### config.mk
export PLATFORM = sky130hd
export DESIGN_NAME = c3s_cell
export DESIGN_NICKNAME = d
export VERILOG_FILES = /design/src/design/c3s_pkg.sv /design/src/design/c3s_cell.sv
export SDC_FILE = /design/constraint.sdc
export NUM_CORES = 1
export LEC_CHECK = 0
export BUFFER_PORTS_ARGS = -buffer_cell sky130_fd_sc_hd__buf_2
export CORE_MARGIN = 4
export CORE_UTILIZATION = 40
export DETAILED_ROUTE_END_ITERATION = 12
export HOLD_SLACK_MARGIN = 0.08
export PLACE_DENSITY = 0.67
export SLEW_MARGIN = 0
export SYNTH_ARGS = -nofsm -noshare
export SYNTH_HDL_FRONTEND = slang
export SYNTH_SLANG_ARGS = --single-unit
### constraint.sdc
create_clock -name clk -period 6.6 [get_ports clk]
set_input_delay 0.66 -clock clk [delete_from_list [all_inputs] [get_ports clk]]
set_output_delay 0.66 -clock clk [all_outputs]
set_load 0.01 [all_outputs]
### src/design/c3s_pkg.sv
// ----------------------------------------------------------------------------
// c3s_pkg - shared types and constants for the 3x3 stream convolution
// Field widths, configuration register codes and the control structs
// passed between the top level and its window cells and grid units.
// ----------------------------------------------------------------------------
package c3s_pkg;

  // default sizing
  localparam int MAX_WIDTH_DEF = 1024;
  localparam int CHANNELS_DEF  = 3;

  // port field widths
  localparam int SAMPLE_W  = 8;
  localparam int COEF_W    = 16;
  localparam int CFG_W     = 48;
  localparam int CFG_IDX_W = 3;
  localparam int STEP_W    = 3;
  localparam int FW_W      = 11;
  localparam int ROW_W     = 16;
  localparam int OUT_COL_W = 10;
  localparam int SUM_OUT_W = 29;

  // configuration register index
  typedef enum logic [CFG_IDX_W-1:0] {
    CFG_COEFF_TOP = 3'd0,
    CFG_COEFF_MID = 3'd1,
    CFG_COEFF_BOT = 3'd2,
    CFG_STEP      = 3'd3,
    CFG_FRAME_W   = 3'd4,
    CFG_FRAME_H   = 3'd5
  } cfg_idx_t;

  // pipeline load controls
  typedef struct packed {
    logic accept;  // pixel beat taken, first stage loads
    logic ld2;     // second stage loads
  } c3s_ctl_t;

  // stride grid decision for one axis
  typedef struct packed {
    logic hit;   // on the grid and inside the output range
    logic last;  // last output index along this axis
  } c3s_grid_t;

endpackage

### src/design/c3s_cell.sv
// ----------------------------------------------------------------------------
// c3s_cell - one window column cell
// Holds one column of three channel-summed pixels, hands it to its left
// neighbor on every pixel beat and forms the column's coefficient sum.
// ----------------------------------------------------------------------------
module c3s_cell #(
  parameter int SUM_W  = 10,
  parameter int PROD_W = c3s_pkg::COEF_W + SUM_W + 1,
  parameter int PSUM_W = PROD_W + 2
) (
  input  logic                                    clk,
  input  c3s_pkg::c3s_ctl_t                       ctl,
  input  logic [2:0][c3s_pkg::COEF_W-1:0]         coef_i,
  input  logic [2:0][SUM_W-1:0]                   col_i,
  output logic [2:0][SUM_W-1:0]                   col_o,
  output logic signed [PSUM_W-1:0]                psum_o
);

  logic [2:0][SUM_W-1:0]    col_r;
  logic signed [PROD_W-1:0] prod_r [3];
  logic signed [PSUM_W-1:0] psum_r;
  logic signed [PSUM_W-1:0] psum_nxt;

  // column shift and tap products of the incoming column
  always_ff @(posedge clk) begin
    if (ctl.accept) begin
      col_r <= col_i;
      for (int r = 0; r < 3; r++) begin
        prod_r[r] <= $signed(coef_i[r]) * $signed({1'b0, col_i[r]});
      end
    end
  end

  // column partial sum
  always_comb begin
    psum_nxt = PSUM_W'(prod_r[0]) + PSUM_W'(prod_r[1]) + PSUM_W'(prod_r[2]);
  end

  always_ff @(posedge clk) begin
    if (ctl.ld2) begin
      psum_r <= psum_nxt;
    end
  end

  assign col_o  = col_r;
  assign psum_o = psum_r;

endmodule

==> metrics <==
dominant cell type by area after synthesis fa_1; Nets 3,305; layout cells sized above 1 0.0741; CP Launch Type input port; post-synth top area share 0.382; post_cts resized 0; share of the yosys chip area belonging to registers 0.173; postcts setup bufs 0; first-pass GRT wire length 91,000 µm; CP cell instances buf_2, nand2_1, fa_1, inv_1, fa_1, fa_1, fa_1, inv_1, fa_1, inv_1, ha_1, o21a_1, o21a_1, o21ai_0, o21ai_0, a2111oi_0, o21bai_1, a21oi_1, xnor2_1; DP HPWL 44,400 µm; R2R setup slack 2.94 ns; Worst EP required 6.81 ns; yosys warns 0; Initial Util 0.403; Post-Route WL 53,900 µm; Netlist cell types 64; ys flop type edfxtp_1; clock transition at the registers of the reported paths 0.07 ns; DIE AREA 0.0647 mm²; vias in the first global route 18,400; Worst Tran Pin Value 1.09 ns; status finished, final reports clean; critical path's slowest cell fa_1; Min-Delay Endpoint col_o[6]; antenna viol nets, final 0; crit path kind in2reg; Setup crit end kind flip-flop; Hold Path Class in2reg; Site Rows 90; All-Layer GR Usage 0.176; clock tree root buffer cell clkbuf_16; CTS Buf Count 17; input/output buffers 139; area delta synth->final 8.51%; register area 0.00420 mm²; EDFF count, synth 140; Synth async-reset ratio 0; maximum clock path buffer count 2; syn nets 3,216; clock sinks 140; die width 254 µm; Avg Cell Area, Syn 9.85 µm²; TritonCTS clock tree yes; footprint of the multi-input gates 0.0175 mm²; Routability Congestion 0.864; initial antenna violation count 2; core area 0.0602 mm²; gate count after technology mapping 2,462; Final Util 0.437; Worst Path Arrival 5.89 ns; fill cell count 5,671; worst hold start col_i[6]; family with the most delay on the worst path adder cells; Setup TNS 0 ns; most used cell along the critical path fa_1; IO Pins 140; Final Hold Fails 0; grt total ovfl 0; # hold bufs at CTS 0; Synth Register Bits 140; Iter 0 DRT Violations 814; Clock Latency Late Sink 0.47 ns; DRT Pass-1 Iters 5; RSZ-0062 raised after global routing no; reg-to-reg startpoint prod_r[0][55]; Slowest Stage Delay on Critical Path 0.50 ns; Pins Over Slew Limit 0; total number of vias 16,700; final worst clock skew 0.0122 ns; Die H 254 µm; Wirelength per Cell 16.1 µm; max-cap violation count 0; Worst R2R Path Depth 12; Slew headroom 0.271; CP bufs+invs 4; r2r endpoint psum_o[21]; Mapped Area 0.0243 mm²; min Tclk post-route 5.68 ns; CP max FO 17; pin count of the biggest net entering global routing 85; Setup Viol. Count Final 0; Synth area leaders fa_1 38%, edfxtp_1 17%, ha_1 11%; htree depth 4; fmax 176 MHz; Residual DRC 0; Hold Path Depth 1; DR vias/cell 5.00; Tcrit/Tclk final 0.861
[stage by stage]
| step | setup slack (ns) | instances | instance area (µm²) | hold WS [ns] |
|---|---|---|---|---|
| finish | 0.916 | 3348 | 26300 | 0.545 |
| global route | 0.467 | 3348 | 26300 | 0.527 |
| CTS | 0.928 | 3346 | 26300 | 0.496 |
| detailed placement | 0.410 | 3314 | 25700 | 0.753 |
| global placement | 0.525 | 3314 | 25700 | 0.742 |
| floorplan | 0.888 | 2462 | 24300 | 0.680 |
[sequential cells by signal (all words and copies together) (netlist names)]
signal / flops
prod_r: 81
psum_o: 29
col_o: 30
[cell usage after synthesis, drive strengths merged (21+ instances only)]
library cell / n
inv: 603
nor2: 49
o21a: 24
edfxtp: 140
nand2: 288
xnor2: 75
a21o: 23
xor2: 21
clkbuf: 68
ha: 210
a21oi: 63
and2: 223
o21ai: 46
fa: 463
[routing by layer]
layer / GRT usage / up-vias / wire length [µm]
li1: - / 7682 / -
met1: 0.223 / 8568 / 22500
met2: 0.306 / 394 / 27000
met3: 0.0287 / 93 / 2520
met4: 0.0669 / 0 / 1860
met5: 0 / - / 0
[worst reg2reg max path, stage by stage (launching register included)]
cell	delay, ns
edfxtp_1	0.44
fa_1	0.52
ha_1	0.17
inv_1	0.06
fa_1	0.45
nor2b_1	0.18
o31a_1	0.21
o21ai_2	0.11
o21a_2	0.26
o41ai_4	0.45
a21o_1	0.17
a21oi_1	0.07
xnor2_1	0.34
[cell families (layout without fill, tap and decap cells)]
family,count (synthesis),after routing,synth area share
other cells,0,2,0
fa+ha+maj,673,673,0.490
compound gates,236,236,0.0666
simple gates,639,639,0.130
mux,1,1,0.000413
flops,140,140,0.173
buf+inv,677,779,0.105
xor+xnor,96,96,0.0347
[cell type report]
cell class                 count  share of cell area
sequential                   140               0.160
tap                          782              0.0372
clock buffer                  17              0.0162
antenna                        2            0.000190
clock inverter                15             0.00746
timing repair buffer         144              0.0280
inverter                     603              0.0860
multi-input combinational   1645               0.665
[layout by cell type (no fill, tap or decap), types with 5 or more instances in the layout]
master	synthesis	routed
a211o_1	5	5
a211oi_1	8	8
a21o_1	23	23
a21oi_1	62	62
a31oi_1	8	8
and2_1	223	223
and3_1	8	8
buf_2	0	138
buf_4	0	6
clkbuf_16	0	17
edfxtp_1	140	140
fa_1	463	463
ha_1	210	210
inv_1	603	603
inv_8	0	5
nand2_1	288	288
nand2b_1	9	9
nand3_1	13	13
nor2_1	49	49
nor2b_1	11	11
nor3_1	16	16
o21a_1	23	23
o21ai_0	38	38
o21ai_1	5	5
o21bai_1	14	14
xnor2_1	75	75
xor2_1	21	21
[worst max path at each step]
stage                          to       from  cells after the start
floorplan           prod_r[0][25]   col_i[2]                     19
global placement    prod_r[0][53]  col_i[12]                     19
detailed placement  prod_r[0][53]  col_i[12]                     19
CTS                 prod_r[0][53]  col_i[12]                     19
global route        prod_r[0][53]  col_i[12]                     19
finish              prod_r[0][53]  col_i[12]                     19
Power is left out: the tool's default activity adds up to more than one toggle a clock period on the data nets, which glitch-free logic cannot reach.
