$ cat config.mk
export PLATFORM = sky130hd
export DESIGN_NAME = c3s_grid_div
export DESIGN_NICKNAME = d
export VERILOG_FILES = /design/src/design/c3s_pkg.sv /design/src/design/c3s_grid_div.sv
export SDC_FILE = /design/constraint.sdc
export NUM_CORES = 1
export LEC_CHECK = 0
export ABC_AREA = 0
export ABC_CLOCK_PERIOD_IN_PS = 21700
export BUFFER_PORTS_ARGS = -buffer_cell sky130_fd_sc_hd__buf_2
export CAP_MARGIN = 25
export CORE_UTILIZATION = 55
export CTS_CLUSTER_DIAMETER = 30
export DETAILED_ROUTE_END_ITERATION = 7
export GPL_ROUTABILITY_DRIVEN = 0
export PLACE_DENSITY = 0.72
export SETUP_SLACK_MARGIN = 0.4
export SYNTH_ARGS = -nofsm -noshare
export SYNTH_HDL_FRONTEND = slang
export SYNTH_SLANG_ARGS = --single-unit
$ cat constraint.sdc
create_clock -name clk -period 21.7 [get_ports clk]
set_clock_uncertainty 0.2 [all_clocks]
set_input_delay 4.34 -clock clk [delete_from_list [all_inputs] [get_ports clk]]
set_output_delay 4.34 -clock clk [all_outputs]
set_load 0.02 [all_outputs]
$ cat src/design/c3s_pkg.sv
// ----------------------------------------------------------------------------
// c3s_pkg - shared types and constants for the 3x3 stream convolution
// Field widths, configuration register codes and the control structs
// passed between the top level and its window cells and grid units.
// ----------------------------------------------------------------------------
package c3s_pkg;

  // default sizing
  localparam int MAX_WIDTH_DEF = 1024;
  localparam int CHANNELS_DEF  = 3;

  // port field widths
  localparam int SAMPLE_W  = 8;
  localparam int COEF_W    = 16;
  localparam int CFG_W     = 48;
  localparam int CFG_IDX_W = 3;
  localparam int STEP_W    = 3;
  localparam int FW_W      = 11;
  localparam int ROW_W     = 16;
  localparam int OUT_COL_W = 10;
  localparam int SUM_OUT_W = 29;

  // configuration register index
  typedef enum logic [CFG_IDX_W-1:0] {
    CFG_COEFF_TOP = 3'd0,
    CFG_COEFF_MID = 3'd1,
    CFG_COEFF_BOT = 3'd2,
    CFG_STEP      = 3'd3,
    CFG_FRAME_W   = 3'd4,
    CFG_FRAME_H   = 3'd5
  } cfg_idx_t;

  // pipeline load controls
  typedef struct packed {
    logic accept;  // pixel beat taken, first stage loads
    logic ld2;     // second stage loads
  } c3s_ctl_t;

  // stride grid decision for one axis
  typedef struct packed {
    logic hit;   // on the grid and inside the output range
    logic last;  // last output index along this axis
  } c3s_grid_t;

endpackage

$ cat src/design/c3s_grid_div.sv
// ----------------------------------------------------------------------------
// c3s_grid_div - stride grid test for one axis
// Divides the offset by the stride through a reciprocal multiply, then
// checks the remainder and the output range against the axis limit.
// ----------------------------------------------------------------------------
module c3s_grid_div #(
  parameter int X_W = 16
) (
  input  logic                        clk,
  input  c3s_pkg::c3s_ctl_t           ctl,
  input  logic [c3s_pkg::STEP_W-1:0]  step_i,
  input  logic [X_W-1:0]              lim_i,
  input  logic [X_W-1:0]              x_i,
  output logic [X_W-1:0]              q_o,
  output c3s_pkg::c3s_grid_t          grid_o
);

  // exact for x below 2**X_W and strides up to seven
  localparam int K   = X_W + 3;
  localparam int M_W = K + 1;
  localparam int P   = 2 ** K;
  localparam int E_W = X_W + 4;

  logic [X_W-1:0]     x1_r;
  logic [X_W-1:0]     x2_r;
  logic [X_W-1:0]     q2_r;
  logic [M_W-1:0]     recip;
  logic [X_W+M_W-1:0] prod;
  logic [E_W-1:0]     qs;
  logic [E_W-1:0]     x_ext;
  logic [E_W-1:0]     lim_ext;
  logic [E_W-1:0]     s_ext;

  // ceil(2**K / stride)
  always_comb begin
    case (step_i)
      3'd2:    recip = M_W'((P + 1) / 2);
      3'd3:    recip = M_W'((P + 2) / 3);
      3'd4:    recip = M_W'((P + 3) / 4);
      3'd5:    recip = M_W'((P + 4) / 5);
      3'd6:    recip = M_W'((P + 5) / 6);
      3'd7:    recip = M_W'((P + 6) / 7);
      default: recip = M_W'(P);
    endcase
  end

  assign prod = x1_r * recip;

  // offset capture, then quotient
  always_ff @(posedge clk) begin
    if (ctl.accept) begin
      x1_r <= x_i;
    end
    if (ctl.ld2) begin
      x2_r <= x1_r;
      q2_r <= prod[K +: X_W];
    end
  end

  // remainder zero and range checks
  always_comb begin
    x_ext   = E_W'(x2_r);
    lim_ext = E_W'(lim_i);
    s_ext   = E_W'(step_i);
    qs      = E_W'(q2_r) * s_ext;
    grid_o.hit  = (qs == x_ext) && (x_ext + s_ext <= lim_ext);
    grid_o.last = (x_ext + (s_ext << 1)) > lim_ext;
  end

  assign q_o = q2_r;

endmodule

==> out/metrics.cfg <==
[global_route]
grt_pass1_wl_mm = 58.3
grtUsageMet2 = 0.477
top_usage_layer = met2
overflow = 0
grt_pass1_vias = 11000
use_met1 = 0.396
grt_antenna_before_repair = 0
track_usage = 0.301
grt_max_degree = 43
grtUsageMet3 = 0.0860

[setup_path]
max_stage_delay_ns = 0.60
arrival_ns = 8.49
crit_path_start_kind = primary input
path_cells = buf_2 -> ha_1 -> fa_1 -> a21oi_1 -> nor3b_1 -> nand3_1 -> xnor2_1 -> ha_1 -> nand4_1 -> or4_1 -> o22ai_1 -> nand4_1 -> nor3_1 -> o2111ai_1 -> nor4_1 -> buf_2
crit_fanout = 35
crit_path_end_kind = output port
cp.required_ns = 17.16
slowest_stage = or4_1
crit_type = primary input to output port
critical_path_buf_inv_count = 2
critPathTopFamily = simple AND/OR/NAND/NOR gates

[drt]
drt-pass1-iter-count = 6
vias = 10200
drt_iter0_markers = 866
remaining_drc_errors = 0
routed_wirelength_mm = 35.8
routed_via_density = 5.67
ant_nets = 0
wire_per_inst_um = 19.9

[floorplan]
core_area_um2 = 24300
ioPinCount = 56
fp.dieW_um = 159
core.rowCount = 57
fp.dieH_um = 159
die_area_um2 = 25400
initial_core_util = 0.560

[timing]
setup_viol = 0
setup_tns_ns = 0
rsz0062_at_grt = no
period_share = 0.600
fmax_ghz = 0.0767
final.min_clock_period_ns = 13.03
hold_ws_ns = 0.515
worstMarginPinSlew_ns = 0.866
final-hold-violation-count = 0
drv_slew = 0
relSlewSlack = 0.423

[synth]
synth_xor_area_frac = 0.0444
synth-adder-area-share = 0.525
synth_edf_count = 48
synthArstFlopShare = 0
synth-seq-cells = 48
yosysSeqAreaShare = 0.106
syn_area_um2 = 13600
synth_compound_area_frac = 0.0625
yosysWarnings = 0
muxShareOfSynthArea = 0.000827
synthSimpleGateAreaFrac = 0.148
post-synth-top-count-cell = inv_1
synth_cell_types = 62
synthTopCellsByCount = 349 x inv_1, 258 x fa_1, 159 x ha_1, 140 x nand2_1, 82 x and2_1
avgSynthCellArea_um2 = 9.31
yosys.area.top_type_share = 0.379
syn-num-nets = 1918
syn_inst = 1463
synth_area_leaders = fa_1 38%, ha_1 15%, edfxtp_1 11%
yosys.area.top_type = fa_1
dominantRegCellSynth = edfxtp_1
synth_top_family_by_area = adder cells

[placed_design]
place_area_um2 = 14100
dp_hpwl_mm = 30.6
port_buffers = 55
dp_cells = 1795

[clocking]
tritoncts = built
clk_path_buf_depth = 2
clkSinkCount = 48
cts_buffers = 5
cts-resized-gates = 0
cts_hold_buf = 0
clock_latency_ns = 0.30
cts_root_buf = clkbuf_16
clk_pin_slew_ns = 0.07
cts-htree-levels = 2
cts_setup_buffers = 0

[pwr]
ir_worst_vdd_mv = 0.0856
power.density_nw_per_um2 = 118
leakage_nw = 7.51

[finish]
drive_above_1_share = 0.0609
nets = 1933
n_fill_cell = 2081
layout-area-overhead-vs-synth_pct = 4.89
num_antenna_cells = 0
final_area_um2 = 14300
final_cells = 1803

[worst_hold_path]
min_path_type = flip-flop to flip-flop

[flow_run]
maxCapViolations = 0

[outcome]
outcome = completed

[layout make-up]
type                       count  area [µm²]  area share
multi-input combinational   1013       10600       0.745
clock buffer                   5         125     0.00876
timing repair buffer          61         320      0.0224
inverter                     349        1310      0.0917
clock inverter                 3        42.5     0.00298
sequential                    48        1440       0.101
tap                          324         405      0.0284
[worst reg2reg max path: cells and delay by family, from the launching register on]
| kind | cells | cell delay, ns |
|---|---|---|
| buf+inv | 6 | 0.41 |
| flops | 1 | 0.64 |
| simple gates | 5 | 1.40 |
| compound gates | 4 | 0.91 |
| fa+ha+maj | 7 | 3.42 |
[per-stage QoR]
stage                     total power, mW  worst slack, ns   util
final                                1.68             8.67  0.588
after global routing                 1.86             8.40  0.588
after CTS                            1.67             8.73  0.588
after detailed placement             1.56             8.76  0.581
after global placement               1.54             8.90  0.581
after floorplan                      1.20             9.30      -
[cells by family (layout without fill, tap and decap cells)]
group,Yosys count,after routing
fa+ha+maj,417,417
simple gates,399,399
compound gates,127,127
flops,48,48
mux,1,1
xor+xnor,69,69
buf+inv,402,418
[where the power goes]
part / switching (mW) / internal (mW) / leakage (nW)
clock network: 0.0370 / 0.0543 / 0.0814
logic: 0.848 / 0.560 / 6.96
registers: 0.0322 / 0.152 / 0.472
[routing by layer]
layer  vias to the layer above  wire [µm]
met5                         -          0
met4                         0       1310
met3                        96       3930
met2                       496      16100
met1                      5041      14400
li1                       4581          -
[worst paths after layout]
path	start	to	slack, ns	cells after the start
max reg2reg	x1_r[8]	q_o[9]	14.48	22
max	step_i[0]	grid_o[1]	8.67	16
min	x1_r[5]	x2_r[5]	0.51	1
min reg2reg	x1_r[5]	x2_r[5]	0.51	1
[sequential cells by signal (all words and copies together) (netlist names)]
signal	count
x1_r	16
q_o	16
x2_r	16
[layout by cell type, fill, tap and decap left out, drive strengths merged, types with 5 or more instances in the layout]
master,Yosys,final
inv,349,349
fa,258,258
ha,159,159
nand2,140,140
and2,83,83
buf,7,61
edfxtp,48,48
xnor2,41,41
a21oi,40,40
nor2,37,37
nand3,30,30
xor2,28,28
and3,24,24
a21o,19,19
o21ai,19,19
nand4,16,16
nor3,16,16
nor2b,12,12
or2,10,10
nand2b,8,8
or3,6,6
a31oi,6,6
o21a,5,5
clkbuf,46,5
(Power assumes the default switching activity.)
